**config.mk**
```make
export PLATFORM = sky130hd
export DESIGN_NAME = amp_powerup_sequencer_volume
export DESIGN_NICKNAME = d
export VERILOG_FILES = /design/src/apsv_pkg.sv /design/src/amp_powerup_sequencer_volume.sv
export SDC_FILE = /design/constraint.sdc
export NUM_CORES = 1
export LEC_CHECK = 0
export ABC_AREA = 1
export CAP_MARGIN = 15
export CORE_MARGIN = 10
export CORE_UTILIZATION = 35
export CTS_CLUSTER_DIAMETER = 40
export CTS_CLUSTER_SIZE = 25
export DETAILED_ROUTE_END_ITERATION = 12
export DONT_BUFFER_PORTS = 1
export SYNTH_ARGS = -nofsm -noshare
export SYNTH_HDL_FRONTEND = slang
export SYNTH_SLANG_ARGS = --single-unit
```
**constraint.sdc**
```tcl
create_clock -name i_clk -period 10.5 [get_ports i_clk]
set_input_delay 1.05 -clock i_clk [delete_from_list [all_inputs] [get_ports i_clk]]
set_output_delay 1.05 -clock i_clk [all_outputs]
set_load 0.02 [all_outputs]
```
**src/apsv_pkg.sv**
```systemverilog
`timescale 1ns / 1ps
// ----------------------------------------------------------------------------
// apsv_pkg
// Types, request codes and the volume code mapping for the amplifier
// power-up sequencer.
// ----------------------------------------------------------------------------
package apsv_pkg;

    // request codes on the input beat
    localparam logic [1:0] REQ_TICK = 2'd0;
    localparam logic [1:0] REQ_DONE = 2'd1;
    localparam logic [1:0] REQ_VOL  = 2'd2;
    localparam logic [1:0] REQ_MUTE = 2'd3;

    // default delays in milliseconds
    localparam int unsigned BOOT_DELAY_MS      = 10;
    localparam int unsigned POWERDOWN_DELAY_MS = 20;
    localparam int unsigned RESET_DELAY_MS     = 20;
    localparam int unsigned PVDD_DELAY_MS      = 5;
    localparam int unsigned TRIM_DELAY_MS      = 50;
    localparam int unsigned PWM_RATE_DELAY_MS  = 250;

    localparam logic [7:0] VOL_REG_ADDR    = 8'h07;
    localparam logic [9:0] VOL_CODE_TOP    = 10'h3FE;
    localparam logic [9:0] VOL_CODE_SILENT = 10'h3FF;
    localparam logic [9:0] VOL_CODE_0DB    = 10'h0C0;
    localparam logic [7:0] VOL_MAX         = 8'd100;
    localparam int unsigned VOL_DIV        = 99;

    // division by 99 as multiply by reciprocal, exact for the whole range
    localparam int unsigned VOL_SPAN        = 830;
    localparam int unsigned VOL_RECIP_SHIFT = 23;
    localparam int unsigned VOL_RECIP       = ((2 ** VOL_RECIP_SHIFT) + VOL_DIV - 1) / VOL_DIV;
    localparam int unsigned VOL_SCALE       = VOL_SPAN * VOL_RECIP;
    localparam int unsigned VOL_BIAS        = ((VOL_DIV - 1) / 2) * VOL_RECIP;

    typedef struct packed {
        logic [1:0] req_type;
        logic       write_ok;
        logic [7:0] volume_level;
        logic       mute_request;
    } t_in;

    typedef struct packed {
        logic       tx_valid;
        logic [7:0] tx_byte;
        logic       last;
        logic       powerdown_released;
        logic       reset_released;
        logic       pvdd_enable;
        logic       ready_res;
        logic [6:0] volume_now;
        logic       muted_now;
        logic [4:0] state_code;
    } t_out;

    // status snapshot held with a burst
    typedef struct packed {
        logic [2:0] pins;
        logic       ready;
        logic [6:0] vol;
        logic       mute;
        logic [4:0] state;
    } t_status;

    // one register write: byte count and bytes, element 0 sent first
    typedef struct packed {
        logic [2:0]      len;
        logic [4:0][7:0] bytes;
    } t_wr;

    function automatic logic [9:0] vol_code(logic [6:0] vol, logic mute);
        logic [32:0] prod;
        logic [9:0]  off;
        logic [9:0]  code;
        prod = 33'(7'(vol - 7'd1)) * 33'(VOL_SCALE) + 33'(VOL_BIAS);
        off  = 10'(prod >> VOL_RECIP_SHIFT);
        if (mute || vol == 7'd0) begin
            code = VOL_CODE_SILENT;
        end else begin
            code = VOL_CODE_TOP - off;
        end
        return code;
    endfunction

endpackage

```
**src/amp_powerup_sequencer_volume.sv**
```systemverilog
`timescale 1ns / 1ps
// ----------------------------------------------------------------------------
// amp_powerup_sequencer_volume
// Power-up sequencer for an audio amplifier: delays, pin releases, a fixed
// list of register writes, then upkeep of the volume register.
// ----------------------------------------------------------------------------
//  channel  | valid        | ready        | payload
//  ---------+--------------+--------------+----------------------------
//  input    | i_in_valid   | o_in_ready   | i_in_data  (apsv_pkg::t_in)
//  output   | o_out_valid  | i_out_ready  | o_out_data (apsv_pkg::t_out)
//
// an input beat is handled in the cycle it is accepted and its results
// (one to five beats, set by the number of write bytes it produces) are
// loaded into the output buffer, which then sends one beat a cycle while
// the output is ready.
// a new input is taken in the cycle the last beat of the previous burst
// leaves, so bursts follow each other with no gap.
// reset is synchronous; no clearing pass is needed.
// output stalls hold the buffer and block further inputs.
// ----------------------------------------------------------------------------
module amp_powerup_sequencer_volume #(
    parameter int unsigned BOOT_DELAY_MS      = apsv_pkg::BOOT_DELAY_MS,
    parameter int unsigned POWERDOWN_DELAY_MS = apsv_pkg::POWERDOWN_DELAY_MS,
    parameter int unsigned RESET_DELAY_MS     = apsv_pkg::RESET_DELAY_MS,
    parameter int unsigned PVDD_DELAY_MS      = apsv_pkg::PVDD_DELAY_MS,
    parameter int unsigned TRIM_DELAY_MS      = apsv_pkg::TRIM_DELAY_MS,
    parameter int unsigned PWM_RATE_DELAY_MS  = apsv_pkg::PWM_RATE_DELAY_MS
) (
    input  logic           i_clk,
    input  logic           i_rst_n,
    input  logic           i_in_valid,
    output logic           o_in_ready,
    input  apsv_pkg::t_in  i_in_data,
    output logic           o_out_valid,
    input  logic           i_out_ready,
    output apsv_pkg::t_out o_out_data
);

    typedef enum logic [4:0] {
        ST_INIT     = 5'd0,
        ST_PD_REL   = 5'd1,
        ST_RST_REL  = 5'd2,
        ST_PVDD     = 5'd3,
        ST_TRIM     = 5'd4,
        ST_TRIM_DLY = 5'd5,
        ST_I2S      = 5'd6,
        ST_BD1      = 5'd7,
        ST_BD2      = 5'd8,
        ST_BD3      = 5'd9,
        ST_BD4      = 5'd10,
        ST_INMUX    = 5'd11,
        ST_PWM      = 5'd12,
        ST_PWM_DLY  = 5'd13,
        ST_EXIT_SD  = 5'd14,
        ST_RUNNING  = 5'd15,
        ST_VOLUME   = 5'd16
    } t_state;

    // fixed register writes issued on entry to each write state
    function automatic apsv_pkg::t_wr rom_write(t_state s);
        apsv_pkg::t_wr w;
        w = '0;
        case (s)
            ST_TRIM:    begin w.len = 3'd2; w.bytes = {24'h0, 8'h00, 8'h1b}; end
            ST_I2S:     begin w.len = 3'd2; w.bytes = {24'h0, 8'h03, 8'h04}; end
            ST_BD1:     begin w.len = 3'd2; w.bytes = {24'h0, 8'hb8, 8'h11}; end
            ST_BD2:     begin w.len = 3'd2; w.bytes = {24'h0, 8'h60, 8'h12}; end
            ST_BD3:     begin w.len = 3'd2; w.bytes = {24'h0, 8'ha0, 8'h13}; end
            ST_BD4:     begin w.len = 3'd2; w.bytes = {24'h0, 8'h48, 8'h14}; end
            ST_INMUX:   begin
                w.len   = 3'd5;
                w.bytes = {8'h72, 8'h77, 8'h89, 8'h00, 8'h20};
            end
            ST_PWM:     begin
                w.len   = 3'd5;
                w.bytes = {8'h08, 8'h00, 8'h00, 8'h00, 8'h4f};
            end
            ST_EXIT_SD: begin w.len = 3'd2; w.bytes = {24'h0, 8'h00, 8'h05}; end
            default:    w = '0;
        endcase
        return w;
    endfunction

    // state entered once the write of state s completes
    function automatic t_state after_write(t_state s);
        t_state a;
        case (s)
            ST_TRIM:    a = ST_TRIM_DLY;
            ST_I2S:     a = ST_BD1;
            ST_BD1:     a = ST_BD2;
            ST_BD2:     a = ST_BD3;
            ST_BD3:     a = ST_BD4;
            ST_BD4:     a = ST_INMUX;
            ST_INMUX:   a = ST_PWM;
            ST_PWM:     a = ST_PWM_DLY;
            ST_EXIT_SD: a = ST_RUNNING;
            ST_VOLUME:  a = ST_RUNNING;
            default:    a = ST_INIT;
        endcase
        return a;
    endfunction

    // sequencer state
    t_state     r_state,   n_state;
    logic [7:0] r_wait,    n_wait;
    logic [6:0] r_vol,     n_vol;
    logic       r_mute,    n_mute;
    logic [9:0] r_written, n_written;
    logic [9:0] r_target,  n_target;
    logic [2:0] r_pins,    n_pins;
    logic       r_ready,   n_ready;

    // output buffer
    logic              r_busy;
    logic [2:0]        r_idx;
    logic [2:0]        r_last_idx;
    logic              r_tx;
    logic [4:0][7:0]   r_bytes;
    apsv_pkg::t_status r_stat;

    logic          in_fire;
    logic          out_fire;
    logic          out_last;
    logic          enter_en;
    t_state        enter_s;
    apsv_pkg::t_wr wr;
    apsv_pkg::t_wr cur_wr;
    logic          is_delay;
    logic          is_write;
    logic [6:0]    vol_sat;

    assign out_last    = (r_idx == r_last_idx);
    assign out_fire    = r_busy && i_out_ready;
    assign o_in_ready  = !r_busy || (out_fire && out_last);
    assign in_fire     = i_in_valid && o_in_ready;
    assign o_out_valid = r_busy;

    always_comb begin
        o_out_data                    = '0;
        o_out_data.tx_valid           = r_tx;
        o_out_data.tx_byte            = r_bytes[r_idx];
        o_out_data.last               = out_last;
        o_out_data.powerdown_released = r_stat.pins[0];
        o_out_data.reset_released     = r_stat.pins[1];
        o_out_data.pvdd_enable        = r_stat.pins[2];
        o_out_data.ready_res          = r_stat.ready;
        o_out_data.volume_now         = r_stat.vol;
        o_out_data.muted_now          = r_stat.mute;
        o_out_data.state_code         = r_stat.state;
    end

    assign cur_wr   = rom_write(r_state);
    assign is_delay = (r_state == ST_INIT) || (r_state == ST_PD_REL) ||
                      (r_state == ST_RST_REL) || (r_state == ST_PVDD) ||
                      (r_state == ST_TRIM_DLY) || (r_state == ST_PWM_DLY);
    assign is_write = (r_state == ST_VOLUME) || (cur_wr.len != 3'd0);
    assign vol_sat  = (i_in_data.volume_level > apsv_pkg::VOL_MAX) ?
                      7'(apsv_pkg::VOL_MAX) : i_in_data.volume_level[6:0];

    always_comb begin
        n_state   = r_state;
        n_wait    = r_wait;
        n_vol     = r_vol;
        n_mute    = r_mute;
        n_written = r_written;
        n_target  = r_target;
        n_pins    = r_pins;
        n_ready   = r_ready;
        enter_en  = 1'b0;
        enter_s   = r_state;
        wr        = '0;

        unique case (i_in_data.req_type)
            apsv_pkg::REQ_TICK: begin
                if (is_delay) begin
                    if (r_wait <= 8'd1) begin
                        n_wait   = 8'd0;
                        enter_en = 1'b1;
                        enter_s  = (r_state == ST_PWM_DLY) ? ST_EXIT_SD :
                                   t_state'(5'(r_state + 5'd1));
                    end else begin
                        n_wait = r_wait - 8'd1;
                    end
                end
            end
            apsv_pkg::REQ_DONE: begin
                if (i_in_data.write_ok && is_write) begin
                    enter_en = 1'b1;
                    // target moved while the volume write was in flight
                    if (r_state == ST_VOLUME && r_written != r_target) begin
                        enter_s = ST_VOLUME;
                    end else begin
                        if (r_state == ST_EXIT_SD) begin
                            n_ready = 1'b1;
                        end
                        enter_s = after_write(r_state);
                    end
                end
            end
            apsv_pkg::REQ_VOL: begin
                n_vol    = vol_sat;
                n_target = apsv_pkg::vol_code(vol_sat, r_mute);
                if (n_target != r_target && r_state == ST_RUNNING) begin
                    enter_en = 1'b1;
                    enter_s  = ST_VOLUME;
                end
            end
            apsv_pkg::REQ_MUTE: begin
                if (i_in_data.mute_request != r_mute) begin
                    n_mute   = i_in_data.mute_request;
                    n_target = apsv_pkg::vol_code(r_vol, i_in_data.mute_request);
                    if (n_target != r_target && r_state == ST_RUNNING) begin
                        enter_en = 1'b1;
                        enter_s  = ST_VOLUME;
                    end
                end
            end
        endcase

        if (enter_en) begin
            n_state = enter_s;
            case (enter_s)
                ST_PD_REL: begin
                    n_pins = r_pins | 3'b001;
                    n_wait = 8'(POWERDOWN_DELAY_MS);
                end
                ST_RST_REL: begin
                    n_pins = r_pins | 3'b010;
                    n_wait = 8'(RESET_DELAY_MS);
                end
                ST_PVDD: begin
                    n_pins = r_pins | 3'b100;
                    n_wait = 8'(PVDD_DELAY_MS);
                end
                ST_TRIM_DLY: n_wait = 8'(TRIM_DELAY_MS);
                ST_PWM_DLY:  n_wait = 8'(PWM_RATE_DELAY_MS);
                ST_VOLUME: begin
                    n_written = n_target;
                    wr.len    = 3'd3;
                    wr.bytes  = {16'h0, n_target[7:0], {6'b0, n_target[9:8]},
                                 apsv_pkg::VOL_REG_ADDR};
                end
                default: wr = rom_write(enter_s);
            endcase
        end
    end

    always_ff @(posedge i_clk) begin
        if (!i_rst_n) begin
            r_state    <= ST_INIT;
            r_wait     <= 8'(BOOT_DELAY_MS);
            r_vol      <= 7'd1;
            r_mute     <= 1'b1;
            r_written  <= 10'd0;
            r_target   <= apsv_pkg::VOL_CODE_SILENT;
            r_pins     <= 3'b000;
            r_ready    <= 1'b0;
            r_busy     <= 1'b0;
            r_idx      <= 3'd0;
            r_last_idx <= 3'd0;
        end else begin
            if (in_fire) begin
                r_state    <= n_state;
                r_wait     <= n_wait;
                r_vol      <= n_vol;
                r_mute     <= n_mute;
                r_written  <= n_written;
                r_target   <= n_target;
                r_pins     <= n_pins;
                r_ready    <= n_ready;
                r_busy     <= 1'b1;
                r_idx      <= 3'd0;
                r_last_idx <= (wr.len == 3'd0) ? 3'd0 : wr.len - 3'd1;
                // burst payload, no reset needed
                r_tx         <= (wr.len != 3'd0);
                r_bytes      <= wr.bytes;
                r_stat.pins  <= n_pins;
                r_stat.ready <= n_ready;
                r_stat.vol   <= n_vol;
                r_stat.mute  <= n_mute;
                r_stat.state <= n_state;
            end else if (out_fire) begin
                if (out_last) begin
                    r_busy <= 1'b0;
                end else begin
                    r_idx <= r_idx + 3'd1;
                end
            end
        end
    end

    // a burst is never cut short
    assert property (@(posedge i_clk) disable iff (!i_rst_n)
        o_out_valid && !o_out_data.last |=> o_out_valid)
        else $error("burst ended before its last beat");

    // running or volume upkeep only after the exit-shutdown write completed
    assert property (@(posedge i_clk) disable iff (!i_rst_n)
        (r_state == ST_RUNNING || r_state == ST_VOLUME) |-> r_ready)
        else $error("running without ready");

    // supply comes up only after powerdown and reset are released
    assert property (@(posedge i_clk) disable iff (!i_rst_n)
        r_pins[2] |-> (r_pins[1] && r_pins[0]))
        else $error("pvdd enabled out of order");

    // ready stays set once set
    assert property (@(posedge i_clk) disable iff (!i_rst_n)
        r_ready |=> r_ready)
        else $error("ready flag dropped");

endmodule
```
==> out/results.ini, run 1 <==
[outcome]
run_status = finished, final reports clean

[grt]
first_global_vias = 12400
grt_util_all_layers_pct = 16.2
grt_remaining_overflow = 0
grt_start_max_net_pins = 58
grt_pass1_wl_microns = 62900
antenna_found_initial = 0

[power]
powerDensity_mw_per_mm2 = 160
peakVddDrop_mv = 0.0771
leakage_uw = 0.00722
total_power_uw = 2260

[synth]
syn-num-nets = 2293
synthArstFlopShare_pct = 0
synth-seq-cells = 98
synth_cells = 2090
synth_area_sq_mm = 0.0133
synth-main-ff-cell = dfxtp_1
synth_seq_area_share_pct = 17.8
synth_area_per_cell_sq_um = 6.35
synth_cell_types = 60
ys_warn_count = 0
synth_edf_count = 40

[sta]
finalHoldViolations = 0
finalSetupTns_ns = 0
fmax_mhz = 108
post-route-period-util_pct = 88.1
post-route-min-period_ns = 9.25
drv_slew = 0
skew_ns = 0.00711
setup_viol = 0
worst_slew_pin_slew_ns = 0.920
relSlewSlack_pct = 38.6
rsz0062_at_grt = false
holdWs_ns = 0.458

[detailed_routing]
ant_nets = 0
via_count = 13100
wl_per_cell_microns = 14.6
vias_per_cell = 5.02
drc_errors = 0
dr.pass1.iters = 5
wl_microns = 37900
drtIter0Drc = 975

[clock_network]
cts_root_buffer = clkbuf_16
clkLatencyLatePin_ns = 0.36
cts_resized = 0
clk_pin_slew_ns = 0.08
postCtsSetupBuffers = 0
tritoncts = built
cts_hold_buf = 0
clkSinkCount = 98
cts_made_buffers = 9
cts.path.max_buffers = 2
htree_levels = 3

[placed_design]
place.port_buffers = 0
placed_cell_area_sq_mm = 0.0138
gp_routability_congestion = 0.938
dp_hpwl_microns = 31500

[final_layout]
diodes = 0
design_area_sq_mm = 0.0141
syn_to_final_growth_pct = 6.38
drive_above_1_share_pct = 9.20
postLayoutCoreUtil_pct = 37.6
nNetsFinal = 2285

[floorplanning]
ioPinCount = 45
core_area_sq_mm = 0.0376
die_w_microns = 215
rows = 71
floorplan.initialDensity_pct = 35.3
dieHeight_microns = 215
die-area_sq_mm = 0.0461

[min_path]
hp-class = reg -> reg

[setup_path]
critPathCaptureType = register
slowest_stage = fa_1
worstPathRequired_ns = 10.75
crit_arrival_ns = 9.50
critPathLaunchType = primary input
cpPeakStageDelay_ns = 0.46
crit_top_cell = nand2_1
crit_path_max_fanout = 11
critical_path_class = in -> reg

[run]
cap_viol_max_count = 0

[critical path: cells and delay by family]
| kind | cells | cell delay, ns |
|---|---|---|
| and+or+nand+nor | 37 | 4.56 |
| adders and majority gates | 9 | 2.63 |
| xor gates and xnor gates | 1 | 0.29 |
| buffers and inverters | 8 | 0.75 |
| AOI/OAI and AO/OA | 2 | 0.22 |
[cell type report]
class	instances	area (sq um)
Clock buffer	10	239
Clock inverter	6	61.3
Fill cell	4053	23500
Inverter	358	1350
Multi-Input combinational cell	1609	9430
Sequential cell	98	2360
Tap cell	511	639
Timing Repair Buffer	6	45.0
[flip-flops by register name, indices dropped and copies added (netlist names), 5 cells and up, named ones only]
name and count:
r_bytes 22, r_vol 7, r_state 5, r_written 10, r_wait 8, o_out_data 17
r_target 10
[final timing paths]
path | startpoint | to | slack (ns) | cells past startpoint
min | r_ready | r_ready | 0.46 | 2
min reg2reg | r_ready | r_ready | 0.46 | 2
max reg2reg | r_vol[0] | r_written[9] | 1.46 | 47
max | i_in_data[6] | r_written[9] | 1.25 | 57
[metrics by stage]
| step | instances | setup slack (ns) |
|---|---|---|
| 4_1_cts | 2597 | 1.28 |
| 3_5_place_dp | 2581 | 0.902 |
| 2_1_floorplan | 2090 | 2.26 |
| 3_3_place_gp | 2581 | 1.20 |
| 5_1_grt | 2598 | 0.312 |
| 6_report | 2598 | 1.25 |
[logic make-up (layout without fill, tap and decap cells)]
group,count (synthesis),in the layout,synth area share [%]
adders and majority gates,187,187,18.9
DFF,98,98,17.8
AOI/OAI and AO/OA,239,239,10.4
buffers and inverters,383,380,11.2
xor gates and xnor gates,31,31,2.05
and+or+nand+nor,1152,1152,39.6
[placed cells by master (no fill, tap or decap), types with 9 or more instances in the layout]
cell       count
xnor2_1       11
edfxtp_1      40
clkbuf_16      9
dfxtp_1       58
nand4_1       51
nand3_2       14
nand2_2       56
nor3_1        21
o21ai_0       78
inv_2         30
o21ai_1       14
a21oi_1       89
nor2_1       192
nand3_1      158
xor2_1        20
inv_1        319
ha_1         165
o22ai_1       16
nor2_4        11
fa_1          22
nand2_1      589
nor2_2        24
[metal layers]
layer,global-route usage [%],routed length (microns)
met1,21.6,18000
met4,3.38,546
met3,2.06,1890
met2,27.4,17500
met5,0,0
[synthesized netlist by cell type, types with 4 or more instances]
cell | number | share of area (%)
nand2_2 | 56 | 2.6
ha_1 | 165 | 16
nor4_1 | 4 | 0.19
buf_6 | 5 | 0.42
edfxtp_1 | 40 | 9.0
a31oi_1 | 4 | 0.19
nor2_4 | 10 | 0.85
inv_1 | 319 | 9.0
nor2_1 | 192 | 5.4
o22ai_1 | 16 | 0.75
nand2_4 | 6 | 0.51
nor3_1 | 21 | 0.79
a21oi_1 | 89 | 3.4
o21ai_1 | 14 | 0.53
nand3_4 | 4 | 0.53
nand2_1 | 589 | 17
nand4_1 | 51 | 2.4
a22oi_1 | 7 | 0.40
nand3_1 | 158 | 6.0
dfxtp_1 | 58 | 8.7
clkinv_1 | 7 | 0.20
nand3_2 | 14 | 1.1
or2_2 | 5 | 0.24
xnor2_1 | 11 | 0.73
o21ai_0 | 78 | 2.9
xor2_1 | 20 | 1.3
o211ai_1 | 6 | 0.34
nand3b_1 | 7 | 0.40
inv_2 | 30 | 0.85
fa_1 | 22 | 3.3
clkbuf_1 | 13 | 0.37
nor2_2 | 25 | 1.2
[report_power, final]
group	switching (uW)	internal (uW)
sequential	15.6	410
clock	166	173
combinational	1020	470
total	1210	1050
Note: power is estimated with default switching activity, not from simulation.
==> run 2, diff against run 1 <==
==> constraint.sdc (replaced) <==
create_clock -name i_clk -period 10.9 [get_ports i_clk]
set_input_delay 1.09 -clock i_clk [delete_from_list [all_inputs] [get_ports i_clk]]
set_output_delay 1.09 -clock i_clk [all_outputs]
set_load 0.005 [all_outputs]
==> out/results.ini, run 2 (same netlist as run 1, synthesis figures left out) <==
[grt]
grt_remaining_overflow = 0  ; unchanged
antenna_found_initial = 0  ; unchanged
grt_pass1_wl_microns = 62300  ; -0.90%
grt_start_max_net_pins = 58  ; unchanged
grt_util_all_layers_pct = 16.0  ; -0.16 points
first_global_vias = 12500  ; +0.76%

[floorplanning]
die-area_sq_mm = 0.0461  ; unchanged
die_w_microns = 215  ; unchanged
dieHeight_microns = 215  ; unchanged
core_area_sq_mm = 0.0376  ; unchanged
ioPinCount = 45  ; unchanged
rows = 71  ; unchanged
floorplan.initialDensity_pct = 35.3  ; unchanged

[run]
cap_viol_max_count = 0  ; unchanged

[power]
clkPwrFrac_pct = 15.4  ; +0.4 points
swShare_pct = 52.7  ; -0.66 points
seqPwrFrac_pct = 18.7  ; about the same
switchingPower_uw = 1150  ; -5.0%
powerDensity_mw_per_mm2 = 154  ; -3.8%
leakage_uw = 0.00721  ; -0.10%
power.internal_uw = 1030  ; -2.4%
p_comb_share_pct = 65.9  ; -0.3 points
peakVddDrop_mv = 0.0755  ; -2.1%

[final_layout]
diodes = 0  ; unchanged
nNetsFinal = 2284  ; -0.044%
final_common_cell = nand2_1
drive_above_1_share_pct = 9.11  ; -0.091 points
final_cell_mix = nand2_1 (589), inv_1 (319), nor2_1 (192)
syn_to_final_growth_pct = 6.38  ; unchanged
largest_register_ffs = 22  ; unchanged
regMostFlops = r_bytes

[detailed_routing]
wl_microns = 37800  ; -0.17%
ant_nets = 0  ; unchanged
drtIter0Drc = 964  ; -1.1%
wl_per_cell_microns = 14.6  ; -0.14%
via_count = 13100  ; +0.50%
vias_per_cell = 5.05  ; +0.54%
drc_errors = 0  ; unchanged
dr.pass1.iters = 6  ; +1

[sta]
worst_slew_pin_slew_ns = 0.998  ; +0.0777 ns
post-route-min-period_ns = 9.38
skew_ns = 0.00745  ; +0.000342 ns
post-route-period-util_pct = 86.0
rsz0062_at_grt = false
relSlewSlack_pct = 33.0  ; -5.6 points
setup_viol = 0  ; unchanged
fmax_mhz = 107
finalHoldViolations = 0  ; unchanged
holdWs_ns = 0.458  ; +0.000344 ns
drv_slew = 0  ; unchanged
finalSetupTns_ns = 0  ; unchanged

[clock_network]
clk_pin_slew_ns = 0.07  ; about the same
tritoncts = built
cts_root_buffer = clkbuf_16
cts_resized = 0  ; unchanged
postCtsSetupBuffers = 0  ; unchanged
cts.path.max_buffers = 2  ; unchanged
clkLatencyLatePin_ns = 0.36  ; about the same
cts_made_buffers = 9  ; unchanged
clkSinkCount = 98  ; unchanged
htree_levels = 3  ; unchanged
cts_hold_buf = 0  ; unchanged

[setup_path]
crit_top_cell = nand2_1
critical_path_class = in -> reg
cpPeakStageDelay_ns = 0.47  ; about the same
critPathCaptureType = register
slowest_stage = fa_1
critPathLaunchType = primary input
crit_path_max_fanout = 11  ; unchanged
crit_arrival_ns = 9.62  ; +0.12 ns
worstPathRequired_ns = 11.14  ; +0.39 ns

[placed_design]
place.port_buffers = 0  ; unchanged
gp_routability_congestion = 0.929  ; -0.97%
dp_hpwl_microns = 31400  ; -0.17%

[outcome]
run_status = finished, final reports clean

[min_path]
hp-class = reg -> reg

[run 2: cell types whose count changed in the layout (fill, tap and decap cells not counted)]
| cell | delta |
|---|---|
| bufinv_16 | +1 |
| clkinvlp_4 | +1 |
| inv_8 | -1 |
| inv_6 | -1 |
| clkbuf_4 | -1 |
| clkbuf_8 | -1 |
| clkbuf_1 | +1 |
[run 2: power groups by stage]
stage	Clock, uW	Sequential, uW	Combinational, uW
floorplan	0	409	1100
global placement	0	415	1390
detailed placement	0	415	1420
CTS	340	407	1420
global route	353	408	1620
finish	334	406	1430
[run 2: stage by stage]
step | total power (uW) | utilization, % | worst slack, ns | instances | area, sq um
final | 2170 | 37.6 | 1.52 | 2597 | 14100
after global routing | 2380 | 37.6 | 0.749 | 2597 | 14100
after CTS | 2170 | 37.6 | 1.57 | 2596 | 14100
after detailed placement | 1830 | 36.7 | 1.22 | 2580 | 13800
after global placement | 1810 | 36.7 | 1.57 | 2580 | 13800
after floorplan | 1510 | - | 2.62 | 2090 | 13300
[run 2: worst paths after layout]
kind,startpoint,endpoint,slack (ns),depth (start not counted)
worst min-delay path,r_ready,r_ready,0.46,2
worst max-delay path,i_in_data[3],r_written[6],1.52,57
worst max register to register,r_vol[0],r_written[6],1.91,47
worst min register to register,r_ready,r_ready,0.46,2
[run 2: metal layers]
layer / up-vias / track usage, % / share of wire, %
li1: 6748 / - / -
met1: 6015 / 21.1 / 47
met2: 315 / 27.4 / 46
met3: 41 / 2.22 / 5.1
met4: 0 / 3.31 / 1.6
met5: - / 0 / 0
[run 2: cell type report]
type / instances / area [sq um]
fillers: 4044 / 23500
repair buffers: 5 / 37.5
inverters: 358 / 1350
flip-flops and latches: 98 / 2360
well taps: 511 / 639
clock buffers: 10 / 229
clock inverters: 6 / 78.8
multi-input cells: 1609 / 9430
[run 2: worst max-delay path, delay by kind of cell]
family / cells / cell delay (ns)
AO/OA/AOI/OAI: 2 / 0.23
XOR/XNOR: 1 / 0.28
buffers and inverters: 7 / 0.68
AND/OR/NAND/NOR: 38 / 4.61
adder cells (fa/ha/maj): 9 / 2.68
